--- config.mk ---
export PLATFORM = sky130hd
export DESIGN_NAME = fir_filter_25_tap_flat
export DESIGN_NICKNAME = d
export VERILOG_FILES = /design/src/sv/fir25_pkg.sv /design/src/sv/fir25_if.sv /design/src/sv/fir25_dline.sv /design/src/sv/fir25_mac.sv /design/src/sv/fir25_seq.sv /design/src/sv/fir_filter_25_tap.sv /design/src/flat_wrapper.sv
export SDC_FILE = /design/constraint.sdc
export NUM_CORES = 1
export LEC_CHECK = 0
export ABC_CLOCK_PERIOD_IN_PS = 20300
export BUFFER_PORTS_ARGS = -buffer_cell sky130_fd_sc_hd__buf_2
export CAP_MARGIN = 25
export CORE_ASPECT_RATIO = 1.1
export CORE_MARGIN = 2
export CORE_UTILIZATION = 46
export CTS_BUF_LIST = sky130_fd_sc_hd__clkbuf_8
export DETAILED_ROUTE_END_ITERATION = 10
export PLACE_DENSITY = 0.63
export SYNTH_ARGS = -nofsm -noshare
export SYNTH_HDL_FRONTEND = slang
export SYNTH_SLANG_ARGS = --single-unit
--- constraint.sdc ---
create_clock -name clk -period 20.3 [get_ports clk]
set_clock_uncertainty 0.1 [all_clocks]
set_input_delay 4.06 -clock clk [delete_from_list [all_inputs] [get_ports clk]]
set_output_delay 4.06 -clock clk [all_outputs]
set_load 0.02 [all_outputs]
--- src/sv/fir25_pkg.sv ---
// Shared types, constants and the coefficient table for the 25-tap FIR filter.
// Depends on nothing; every other file of the filter refers to it by scoped names.
package fir25_pkg;

  localparam int TAPS_DEF        = 25;
  localparam int SAMPLE_BITS_DEF = 16;
  localparam int MAX_TAPS        = 64;
  localparam int COEF_IDX_W      = $clog2(MAX_TAPS);
  localparam int COEF_BITS       = 16;
  localparam int COEF_FRAC       = 15;

  typedef enum logic [1:0] {
    ST_IDLE,
    ST_MAC,
    ST_DRAIN,
    ST_ROUND
  } fir_state_t;

  typedef struct packed {
    logic in_ready;
    logic acc_clr;
    logic mul_en;
    logic shift_in;
    logic rotate;
    logic use_new;
    logic load_out;
  } seq_ctrl_t;

  // Q1.15 coefficients, nearest integer to c * 32768; taps past the table are zero.
  function automatic logic signed [COEF_BITS-1:0] coef_at(input logic [COEF_IDX_W-1:0] idx);
    logic signed [COEF_BITS-1:0] c;
    unique case (idx)
      COEF_IDX_W'(2):  c = 16'sd33;
      COEF_IDX_W'(3):  c = -16'sd66;
      COEF_IDX_W'(4):  c = -16'sd66;
      COEF_IDX_W'(5):  c = 16'sd328;
      COEF_IDX_W'(6):  c = -16'sd295;
      COEF_IDX_W'(7):  c = -16'sd590;
      COEF_IDX_W'(8):  c = 16'sd1606;
      COEF_IDX_W'(9):  c = -16'sd655;
      COEF_IDX_W'(10): c = 16'sd3604;
      COEF_IDX_W'(11): c = 16'sd9175;
      COEF_IDX_W'(12): c = 16'sd20972;
      COEF_IDX_W'(13): c = 16'sd9175;
      COEF_IDX_W'(14): c = -16'sd3604;
      COEF_IDX_W'(15): c = -16'sd655;
      COEF_IDX_W'(16): c = 16'sd1606;
      COEF_IDX_W'(17): c = -16'sd590;
      COEF_IDX_W'(18): c = -16'sd295;
      COEF_IDX_W'(19): c = 16'sd328;
      COEF_IDX_W'(20): c = -16'sd66;
      COEF_IDX_W'(21): c = -16'sd66;
      COEF_IDX_W'(22): c = 16'sd33;
      default:         c = '0;
    endcase
    return c;
  endfunction

endpackage

--- src/sv/fir25_if.sv ---
// Valid/ready channel interfaces for the filter's sample input and filtered output.
// Depends on fir25_pkg for the default sample width.
interface fir25_in_if #(
  parameter int SAMPLE_BITS = fir25_pkg::SAMPLE_BITS_DEF
) ();
  logic                          valid;
  logic                          ready;
  logic signed [SAMPLE_BITS-1:0] sample;

  modport source (output valid, output sample, input ready);
  modport sink   (input valid, input sample, output ready);
endinterface

interface fir25_out_if #(
  parameter int SAMPLE_BITS = fir25_pkg::SAMPLE_BITS_DEF
) ();
  logic                          valid;
  logic                          ready;
  logic signed [SAMPLE_BITS-1:0] filtered;

  modport source (output valid, output filtered, input ready);
  modport sink   (input valid, input filtered, output ready);
endinterface

--- src/sv/fir25_dline.sv ---
// Sample delay line: shift in a new sample or rotate the line by one place.
// Depends on fir25_pkg for the control struct.
module fir25_dline #(
  parameter int SAMPLE_BITS = fir25_pkg::SAMPLE_BITS_DEF,
  parameter int TAPS        = fir25_pkg::TAPS_DEF
) (
  input  logic                          clk,
  input  logic                          rst_n,
  input  fir25_pkg::seq_ctrl_t          ctrl,
  input  logic signed [SAMPLE_BITS-1:0] din,
  output logic signed [SAMPLE_BITS-1:0] tail
);

  localparam int LEN = (TAPS > 1) ? TAPS - 1 : 1;

  logic signed [SAMPLE_BITS-1:0] line_r [LEN];

  always_ff @(posedge clk) begin
    if (!rst_n) begin
      for (int i = 0; i < LEN; i++) line_r[i] <= '0;
    end else if (ctrl.shift_in || ctrl.rotate) begin
      for (int i = 1; i < LEN; i++) line_r[i] <= line_r[i-1];
      // rotate feeds the oldest entry back to the head
      line_r[0] <= ctrl.shift_in ? din : line_r[LEN-1];
    end
  end

  assign tail = line_r[LEN-1];

endmodule

--- src/sv/fir25_mac.sv ---
// Shared multiply-accumulate unit with round-half-up and saturation to the sample range.
// Depends on fir25_pkg for coefficient table, widths and the control struct.
module fir25_mac #(
  parameter int SAMPLE_BITS = fir25_pkg::SAMPLE_BITS_DEF,
  parameter int TAPS        = fir25_pkg::TAPS_DEF
) (
  input  logic                                 clk,
  input  logic                                 rst_n,
  input  fir25_pkg::seq_ctrl_t                 ctrl,
  input  logic [fir25_pkg::COEF_IDX_W-1:0]     coef_idx,
  input  logic signed [SAMPLE_BITS-1:0]        new_sample,
  input  logic signed [SAMPLE_BITS-1:0]        tail,
  output logic signed [SAMPLE_BITS-1:0]        result
);

  localparam int PROD_W = SAMPLE_BITS + fir25_pkg::COEF_BITS;
  localparam int ACC_W  = PROD_W + $clog2(TAPS) + 1;
  localparam int SH_W   = ACC_W + 1 - fir25_pkg::COEF_FRAC;

  localparam logic signed [SH_W-1:0] SAT_MAX =
    {{(SH_W - SAMPLE_BITS + 1){1'b0}}, {(SAMPLE_BITS - 1){1'b1}}};
  localparam logic signed [SH_W-1:0] SAT_MIN =
    {{(SH_W - SAMPLE_BITS + 1){1'b1}}, {(SAMPLE_BITS - 1){1'b0}}};
  localparam logic signed [ACC_W:0] HALF =
    (ACC_W + 1)'(1) <<< (fir25_pkg::COEF_FRAC - 1);

  logic signed [SAMPLE_BITS-1:0]         operand;
  logic signed [fir25_pkg::COEF_BITS-1:0] coef;
  logic signed [PROD_W-1:0]              prod_r;
  logic                                  prod_vld_r;
  logic signed [ACC_W-1:0]               acc_r;
  logic signed [ACC_W:0]                 biased;
  logic signed [SH_W-1:0]                shifted;

  assign operand = ctrl.use_new ? new_sample : tail;
  assign coef    = fir25_pkg::coef_at(coef_idx);

  always_ff @(posedge clk) begin
    if (!rst_n) begin
      prod_vld_r <= 1'b0;
    end else begin
      prod_vld_r <= ctrl.mul_en;
    end
  end

  always_ff @(posedge clk) begin
    if (ctrl.mul_en) prod_r <= PROD_W'(operand) * PROD_W'(coef);
  end

  always_ff @(posedge clk) begin
    if (ctrl.acc_clr) begin
      acc_r <= '0;
    end else if (prod_vld_r) begin
      acc_r <= acc_r + ACC_W'(prod_r);
    end
  end

  // add half an LSB, then floor shift
  assign biased  = (ACC_W + 1)'(acc_r) + HALF;
  assign shifted = SH_W'(biased >>> fir25_pkg::COEF_FRAC);

  always_comb begin
    priority if (shifted > SAT_MAX) result = SAT_MAX[SAMPLE_BITS-1:0];
    else if (shifted < SAT_MIN)     result = SAT_MIN[SAMPLE_BITS-1:0];
    else                            result = shifted[SAMPLE_BITS-1:0];
  end

endmodule

--- src/sv/fir25_seq.sv ---
// Sequencer for the filter: steps the shared MAC over all taps, then rounds.
// Depends on fir25_pkg for the state enum and the control struct.
module fir25_seq #(
  parameter int TAPS = fir25_pkg::TAPS_DEF
) (
  input  logic                             clk,
  input  logic                             rst_n,
  input  logic                             start,
  input  logic                             out_free,
  output fir25_pkg::seq_ctrl_t             ctrl,
  output logic [fir25_pkg::COEF_IDX_W-1:0] coef_idx
);

  localparam int CNT_W = (TAPS > 1) ? $clog2(TAPS) : 1;

  fir25_pkg::fir_state_t state_r, state_nxt;
  logic [CNT_W-1:0]      cnt_r, cnt_nxt;
  logic                  last;

  assign last = (cnt_r == CNT_W'(TAPS - 1));

  always_ff @(posedge clk) begin
    if (!rst_n) begin
      state_r <= fir25_pkg::ST_IDLE;
      cnt_r   <= '0;
    end else begin
      state_r <= state_nxt;
      cnt_r   <= cnt_nxt;
    end
  end

  always_comb begin
    state_nxt = state_r;
    cnt_nxt   = cnt_r;
    unique case (state_r)
      fir25_pkg::ST_IDLE: begin
        cnt_nxt = '0;
        if (start) state_nxt = fir25_pkg::ST_MAC;
      end
      fir25_pkg::ST_MAC: begin
        if (last) begin
          state_nxt = fir25_pkg::ST_DRAIN;
        end else begin
          cnt_nxt = cnt_r + CNT_W'(1);
        end
      end
      fir25_pkg::ST_DRAIN: state_nxt = fir25_pkg::ST_ROUND;
      fir25_pkg::ST_ROUND: begin
        if (out_free) state_nxt = fir25_pkg::ST_IDLE;
      end
      default: state_nxt = fir25_pkg::ST_IDLE;
    endcase
  end

  always_comb begin
    ctrl = '0;
    unique case (state_r)
      fir25_pkg::ST_IDLE: begin
        ctrl.in_ready = 1'b1;
        ctrl.acc_clr  = 1'b1;
      end
      fir25_pkg::ST_MAC: begin
        ctrl.mul_en   = 1'b1;
        ctrl.shift_in = (cnt_r == '0);
        ctrl.rotate   = (cnt_r != '0);
        ctrl.use_new  = last;
      end
      fir25_pkg::ST_DRAIN: ctrl = '0;
      fir25_pkg::ST_ROUND: ctrl.load_out = out_free;
      default: ctrl = '0;
    endcase
  end

  // oldest tap first, the new sample's tap last
  assign coef_idx = fir25_pkg::COEF_IDX_W'(TAPS - 1) - fir25_pkg::COEF_IDX_W'(cnt_r);

endmodule

--- src/sv/fir_filter_25_tap.sv ---
// Direct-form FIR filter, TAPS taps (25 by default), Q1.15 samples and coefficients.
// Each accepted request passes through these steps before the filter can take the next
// one: acceptance in the idle state, a pass over every tap, one tap at a time, through the
// single shared multiplier (oldest sample first, the new sample last), a drain step to let
// the last product into the accumulator and a round step that rounds and saturates into
// the output register. The result sits in an output register, so a new request is taken
// while a finished result still waits; only when that register is still full at the
// round step does the filter hold there. The sum is kept at full width, rounded half up
// to Q1.15 and clamped to the sample range. The delay line is zero after reset.
module fir_filter_25_tap #(
  parameter int TAPS        = fir25_pkg::TAPS_DEF,
  parameter int SAMPLE_BITS = fir25_pkg::SAMPLE_BITS_DEF
) (
  input logic        clk,
  input logic        rst_n,
  fir25_in_if.sink   in_chan,
  fir25_out_if.source out_chan
);

  fir25_pkg::seq_ctrl_t             ctrl;
  logic [fir25_pkg::COEF_IDX_W-1:0] coef_idx;
  logic                             accept;
  logic                             out_free;
  logic signed [SAMPLE_BITS-1:0]    sample_r;
  logic signed [SAMPLE_BITS-1:0]    tail;
  logic signed [SAMPLE_BITS-1:0]    mac_result;
  logic signed [SAMPLE_BITS-1:0]    filtered_r;
  logic                             out_valid_r;

  // a request moves when both sides agree
  assign accept   = in_chan.valid && ctrl.in_ready;
  assign in_chan.ready = ctrl.in_ready;

  // the output register can take a new result if empty or being drained this cycle
  assign out_free = !out_valid_r || out_chan.ready;

  // hold the new sample for the whole pass: it enters the line first and is multiplied last
  always_ff @(posedge clk) begin
    if (accept) sample_r <= in_chan.sample;
  end

  fir25_seq #(
    .TAPS (TAPS)
  ) u_seq (
    .clk      (clk),
    .rst_n    (rst_n),
    .start    (accept),
    .out_free (out_free),
    .ctrl     (ctrl),
    .coef_idx (coef_idx)
  );

  fir25_dline #(
    .SAMPLE_BITS (SAMPLE_BITS),
    .TAPS        (TAPS)
  ) u_dline (
    .clk   (clk),
    .rst_n (rst_n),
    .ctrl  (ctrl),
    .din   (sample_r),
    .tail  (tail)
  );

  fir25_mac #(
    .SAMPLE_BITS (SAMPLE_BITS),
    .TAPS        (TAPS)
  ) u_mac (
    .clk        (clk),
    .rst_n      (rst_n),
    .ctrl       (ctrl),
    .coef_idx   (coef_idx),
    .new_sample (sample_r),
    .tail       (tail),
    .result     (mac_result)
  );

  // output register: load a rounded result, drop it once taken
  always_ff @(posedge clk) begin
    if (!rst_n) begin
      out_valid_r <= 1'b0;
    end else if (ctrl.load_out) begin
      out_valid_r <= 1'b1;
    end else if (out_chan.ready) begin
      out_valid_r <= 1'b0;
    end
  end

  always_ff @(posedge clk) begin
    if (ctrl.load_out) filtered_r <= mac_result;
  end

  assign out_chan.valid    = out_valid_r;
  assign out_chan.filtered = filtered_r;

  // a taken request blocks the input for the whole pass
  a_busy_after_accept: assert property (@(posedge clk) disable iff (!rst_n)
    accept |=> !in_chan.ready)
    else $error("input ready right after a request was taken");

  // the new sample enters the delay line in the first MAC cycle
  a_shift_after_accept: assert property (@(posedge clk) disable iff (!rst_n)
    accept |=> ctrl.shift_in)
    else $error("delay line not shifted after accept");

  // never overwrite a result that has not been taken
  a_no_overwrite: assert property (@(posedge clk) disable iff (!rst_n)
    ctrl.load_out |-> out_free)
    else $error("output register overwritten while full");

  // a pending result stays until taken
  a_result_held: assert property (@(posedge clk) disable iff (!rst_n)
    (out_valid_r && !out_chan.ready) |=> (out_valid_r && $stable(filtered_r)))
    else $error("pending result lost or changed");

endmodule

--- src/flat_wrapper.sv ---
// flat-port wrapper written by rule: the top's interface ports become plain ports
module fir_filter_25_tap_flat 
#(
  parameter int TAPS        = fir25_pkg::TAPS_DEF,
  parameter int SAMPLE_BITS = fir25_pkg::SAMPLE_BITS_DEF
)
  (clk, rst_n, in_chan_valid, in_chan_sample, in_chan_ready, out_chan_valid, out_chan_filtered, out_chan_ready);
  fir25_in_if #(.SAMPLE_BITS(SAMPLE_BITS)) in_chan_i ();
  fir25_out_if #(.SAMPLE_BITS(SAMPLE_BITS)) out_chan_i ();
  input logic clk;
  input logic rst_n;
  input wire logic [$bits(in_chan_i.valid)-1:0] in_chan_valid;
  input wire logic [$bits(in_chan_i.sample)-1:0] in_chan_sample;
  output wire logic [$bits(in_chan_i.ready)-1:0] in_chan_ready;
  output wire logic [$bits(out_chan_i.valid)-1:0] out_chan_valid;
  output wire logic [$bits(out_chan_i.filtered)-1:0] out_chan_filtered;
  input wire logic [$bits(out_chan_i.ready)-1:0] out_chan_ready;
  assign in_chan_i.valid = in_chan_valid;
  assign in_chan_i.sample = in_chan_sample;
  assign in_chan_ready = in_chan_i.ready;
  assign out_chan_valid = out_chan_i.valid;
  assign out_chan_filtered = out_chan_i.filtered;
  assign out_chan_i.ready = out_chan_ready;
  fir_filter_25_tap #(.TAPS(TAPS), .SAMPLE_BITS(SAMPLE_BITS)) u_core (.clk(clk), .rst_n(rst_n), .in_chan(in_chan_i), .out_chan(out_chan_i));
endmodule
After elaboration in Yosys (flattened, before gate mapping)
Memories as Yosys holds them, arrays and structs flattened.
Index checks and enable logic that the tools add are counted.
{ "word_totals": {"ff_bits": 111, "latchBits": 0, "ram_bits": 384, "mem_bits_ro": 512, "n_memories": 2} }
{ "memory_table": {"columns": ["name", "words", "width", "rd", "rd_ports_with_merged_regs", "wr", "line", "source"], "rows": [
  ["(name not given)", 32, 16, 1, 0, 0, "fir25_pkg.sv:32", "unique case (idx)"],
  ["u_core.u_dline.line_r", 24, 16, 24, 0, 24, "fir25_dline.sv:16", "logic signed [SAMPLE_BITS-1:0] line_r [LEN];"]
]} }
{ "op_classes": {"add_sub_neg": 4, "multipliers": 1, "div_mod_pow": 0, "magnitude_cmp": 2, "eq_ne": 8, "shift": 0, "muxes": 43, "bitwise": 24, "reduce_logical": 11} }
{ "op_table": {"columns": ["operator", "n"], "rows": [
  ["16-bit 2-to-1 mux", 28],
  ["38-bit by 16-bit adder with 39-bit output (second input constant)", 1],
  ["38-bit by 32-bit adder with 38-bit output", 1],
  ["16-bit by 16-bit multiplier with 32-bit output", 1],
  ["24-bit by 16-bit greater-than comparator with 1-bit output (second input constant)", 1],
  ["24-bit by 16-bit less-than comparator with 1-bit output (second input constant)", 1],
  ["1-bit bitwise OR", 24],
  ["5-bit one-hot mux with 2 select lines", 1],
  ["2-bit 2-to-1 mux", 4],
  ["2-bit one-hot mux with 4 select lines", 1],
  ["1-bit 2-to-1 mux", 7],
  ["2-bit inequality test (second input constant)", 3],
  ["5-bit by 5-bit subtractor with 6-bit output (first input constant)", 1],
  ["5-bit by 1-bit adder with 5-bit output (second input constant)", 1],
  ["5-bit == test (second input constant)", 1],
  ["5-bit logical NOT", 1],
  ["5-bit 2-to-1 mux", 1],
  ["5-bit nonzero test", 1],
  ["2-bit == test (second input constant)", 2],
  ["4-bit 2-to-1 mux", 1],
  ["2-bit nonzero test", 2],
  ["3-bit AND reduction", 1],
  ["2-bit by 1-bit == test with 1-bit output (second input constant)", 1],
  ["2-bit logical NOT", 1],
  ["5 further kinds", 6]
]} }

Logic depth before layout (Yosys ltp)
{ "logic_depth": {"ltp_word": 7, "mapped_depth": 37} }

Hierarchy
A second synthesis with hierarchy kept.
{ "unflattened": {"cells_unflattened": 2764, "area_unflattened_um2": 31717.9} }
{ "modules_own_cells": {"columns": ["mod", "n_inst", "cells_per_inst", "area_per_inst_um2", "seq_area_each_um2"], "rows": [
  ["fir25_mac", 1, 1792, 15641.3, 1741.7],
  ["fir25_dline", 1, 868, 14513.9, 11531.1],
  ["fir_filter_25_tap", 1, 37, 1016.0, 980.9],
  ["fir25_seq", 1, 67, 546.8, 140.1]
]} }

Worst setup path before layout
Ideal clock, no wire load.
{ "synth_timing": {"kind": "input -> register", "startpoint": "input port rst_n", "endpoint": "memory u_core.u_dline.line_r[0][0] (netlist bit) (enable)", "setup_time_ns": 0.817, "arrival_time_ns": 13.109, "setup_slack_ns": 6.274, "stages": 3, "cell_sequence": "clkbuf_1 > clkbuf_1 > nand2b_1"} }
{ "synth_lines": {"columns": ["element", "line", "source"], "rows": [
  ["from (decl)", "flat_wrapper.sv:11", "input logic rst_n;"],
  ["to (decl)", "fir25_dline.sv:16", null]
]} }

Final worst setup path
{ "layout_timing": {"startpoint": "register u_core.u_seq.cnt_r[0]", "endpoint": "register u_core.u_mac.prod_r[31], data pin"} }
{ "layout_between": {"elab_chain_len": 4} }
{ "layout_rtl": {"columns": ["element", "line", "source"], "rows": [
  ["from (decl)", "fir25_seq.sv:17", "logic [CNT_W-1:0] cnt_r, cnt_nxt;"],
  ["from (signal assigned)", "fir25_seq.sv:28", "cnt_r <= cnt_nxt;"],
  ["5-bit by 5-bit subtractor with 6-bit output or 5-bit == test (tied branches)", "fir25_seq.sv:75, fir25_seq.sv:20", null],
  ["memory 32 x 16 bit or 4-bit 2-to-1 mux (tied branches)", null, null],
  ["16-bit 2-to-1 mux, on equally long branches", "fir25_pkg.sv:32, fir25_mac.sv:35", null],
  ["16-bit by 16-bit multiplier with 32-bit output (*)", "fir25_mac.sv:47", "if (ctrl.mul_en) prod_r <= PROD_W'(operand) * PROD_W'(coef);"],
  ["to (signal assigned)", "fir25_mac.sv:47", null],
  ["to (decl)", "fir25_mac.sv:29", "logic signed [PROD_W-1:0] prod_r;"]
]} }
Every way passes the cells marked *; elsewhere a longest branch is shown, timed or not.
A chain may end at the register's enable or synchronous reset.

==> run_results.csv <==
group,metric,value,unit
timing,setup_violations,0,
cells_and_area,seqCellArea,0.01439,mm2
floorplanning,die_w,253.6,um
routing,num_vias,20369,
place,place_congestion,0.8911,
routing,drtPass1Iterations,8,
global_routing,use_met1,27.27,%
critical_path,critPathKind,"reg2reg",
routing,drt_iter0_drc,1277,
cells_and_area,final_util,50.67,%
timing,hold_viol,0,
pwr,powerDensity,130.1,mW/mm2
synthesis,synth-xor-area-share,2.354,%
timing,fin_crit,9561,ps
synthesis,synth_nets,3231,
synthesis,synth_top_family_by_area,"adder cells",
synthesis,syn_area,0.03152,mm2
synthesis,synth-compound-area-share,6.535,%
timing,tightest_slew,1147,ps
critical_path,ff2ff_path_depth,29,
synthesis,synth_mux_area_share,1.679,%
worst_hold_path,hold_depth,2,
critical_path,required,20620,ps
global_routing,grt_use_met3,3.049,%
pwr,ir_drop,81.59,uV
global_routing,grt_antenna_before_repair,1,
routing,avgRoutedWirePerCell,19.16,um
floorplanning,coreArea,0.06769,mm2
critical_path,start_kind,"flip-flop",
synthesis,yosysMostFrequentCell,"edfxtp_1",
synthesis,yosysSeqAreaShare,45.67,%
global_routing,grt_max_degree,238,
clocking,clock_sinks,495,
synthesis,ys_ff_latch,495,
global_routing,grt_pass1_wl,118300,um
global_routing,gr-total-overflow,0,
synthesis,async_flop_share,0,%
synthesis,syn_inst,2817,
clocking,clkLatencyLatePin,700,ps
cells_and_area,nFillCells,6012,
synthesis,yosys_warnings,0,
timing,tns,0,ps
clocking,cts_hold_buf,0,
routing,drc,0,
floorplanning,die-height,278.5,um
timing,max_freq,104.6,MHz
critical_path,cpMaxStageDelayCell,"dfxtp_1",
floorplanning,ios,38,
clocking,clock_path_buffers,3,
routing,routed_wl,73160,um
synthesis,yosys-top-cells-area,"edfxtp_1, fa_1, and3_1",
synthesis,synthAdderAreaFrac,21.89,%
timing,max_slew_margin,21.33,%
clocking,htree_levels,3,
place,io_buffer_count,37,
critical_path,critPathMaxStageDelay,720,ps
timing,rsz0062_at_grt,"false",
synthesis,synthSimpleGateAreaFrac,15.91,%
cells_and_area,multiInputGateArea,0.01529,mm2
run_status,status,"finished clean",
worst_hold_path,min_path_type,"reg2reg",
cells_and_area,drive_gt1_share,7.796,%
clocking,cts_root_buffer,"clkbuf_8",
routing,via_per_inst,5.335,
synthesis,syn_area_per_cell,11.19,um2
global_routing,use_met2,36.43,%
floorplanning,die_area,0.07063,mm2
place,place.detailed.hpwl,50950,um
critical_path,cp_data_arrival_time,9880,ps
clocking,cts_setup_buffers,0,
timing,final-max-slew-violation-count,0,
global_routing,top_usage_layer,"met2",
synthesis,synth_top_area_share,42.69,%
routing,ant_nets,0,
global_routing,grt_pass1_vias,21558,
synthesis,synthTopCellsByCount,"edfxtp_1, inv_1, and3_1, fa_1, nand2_1",
clocking,cts.repair.resized,0,
critical_path,crit_path_end_kind,"flip-flop",
job,max_cap_viol_count,0,
synthesis,synth_top_flop_cell,"edfxtp_1",
synthesis,synth_enable_flop_cells,448,
clocking,cts_tree,"built",
floorplanning,rows,100,
timing,min_period_over_period,47.10,%
critical_path,crit_fanout,18,
synthesis,yosys.area.top_type,"edfxtp_1",
clocking,clkSlewWorstSetupHoldPaths,60,ps
cells_and_area,finalNetCount,3245,
cells_and_area,area_delta_synth_final,8.821,%
synthesis,ys_types,86,
floorplanning,start_util,46.56,%
pwr,p_leak,15.58,nW
global_routing,grt_usage,21.46,%
clocking,cts_made_buffers,83,
==> kinds of logic (layout without fill, tap and decap cells) <==
kind of cell	count (synthesis)	count (layout)
simple gates	991	991
flops	495	495
buf+inv	491	573
fa+ha+maj	395	395
compound gates	311	311
xor+xnor	83	83
mux	51	51
other cells	0	1
==> stage by stage <==
step / hold slack (ps) / setup WS (ps) / area (um2) / total power [mW] / std cells
6_report: 375.3 / 10740 / 34300 / 4.461 / 3818
5_1_grt: 401.2 / 10110 / 34300 / 4.818 / 3818
4_1_cts: 375.3 / 10750 / 34270 / 4.519 / 3816
3_5_place_dp: 366.8 / 10740 / 32620 / 3.605 / 3663
3_3_place_gp: 353.6 / 10550 / 32530 / 3.549 / 3658
2_1_floorplan: 344.8 / 6274 / 31520 / 3.132 / 2817
==> layout make-up <==
| type | instances | area share [%] |
|---|---|---|
| Clock buffer | 87 | 3.491 |
| Timing Repair Buffer | 64 | 1.401 |
| Antenna cell | 1 | 0.007296 |
| Sequential cell | 495 | 41.97 |
| Clock inverter | 66 | 1.313 |
| Tap cell | 918 | 3.349 |
| Inverter | 356 | 3.896 |
| Multi-Input combinational cell | 1831 | 44.57 |
==> path summary, 6_finish.rpt <==
check	endpoint	slack [ps]	start
worst max-delay path	u_core.u_mac.prod_r[31]$_DFFE_PP_	10740	u_core.u_seq.cnt_r[0]$_SDFFE_PN0P_
worst min-delay path	u_core.u_mac.acc_r[5]$_SDFFE_PP0P_	380	u_core.u_mac.acc_r[5]$_SDFFE_PP0P_
worst max register to register	u_core.u_mac.prod_r[31]$_DFFE_PP_	10740	u_core.u_seq.cnt_r[0]$_SDFFE_PN0P_
worst min register to register	u_core.u_mac.acc_r[5]$_SDFFE_PP0P_	380	u_core.u_mac.acc_r[5]$_SDFFE_PP0P_
==> flip-flops by register name (all words and copies together), names as in the netlist <==
register                  count
u_core.sample_r              16
u_core.out_chan.valid         1
u_core.u_seq.state_r          2
u_core.u_mac.acc_r           38
u_core.out_chan.filtered     16
u_core.u_dline.line_r       384
u_core.u_mac.prod_vld_r       1
u_core.u_seq.cnt_r            5
u_core.u_mac.prod_r          32
==> per-layer routing <==
layer  vias up  share of wire [%]
met5         -                  0
met4         0                3.9
met3       177                3.5
met2       411                 49
met1     10212                 43
li1       9569                  -
==> worst max-delay path, delay by kind of cell, from the launching register on <==
kind,cells,cell delay [ps]
adder cells (fa/ha/maj),8,3790
AO/OA/AOI/OAI,7,2130
buffers and inverters,7,970
AND/OR/NAND/NOR,5,930
flip-flops,1,720
XOR/XNOR,2,630
==> power by group <==
part	internal (mW)	total [mW]	switching [mW]	leakage, nW
Sequential	1.53	1.65	0.119	5.06
Combinational	0.662	1.93	1.27	9.57
Clock	0.467	0.885	0.418	0.948
Total	2.66	4.46	1.81	15.6
==> cells in the final DEF, fill, tap and decap left out, types with 5 or more instances in the layout <==
master,count
nor2b_1,17
o211ai_1,7
clkbuf_8,88
edfxtp_1,448
buf_2,36
and2_1,110
a21oi_1,98
nand4_1,10
nand2_1,249
o21ai_1,7
a31oi_1,7
o21ai_2,6
buf_4,21
nand2b_1,17
clkinv_2,10
o21ai_0,47
mux2_2,14
nor2_1,218
or3_1,10
o21a_1,18
inv_1,382
or2_2,7
o22ai_1,6
bufinv_16,5
a211oi_1,10
nand3_1,28
a21o_1,32
clkinv_1,18
xnor2_1,61
xor2_1,20
o31ai_1,7
o21bai_1,11
dfxtp_1,47
nor3_1,17
fa_1,261
mux2i_1,36
and3_1,281
ha_1,131
Note: power is estimated with default switching activity, not from simulation.
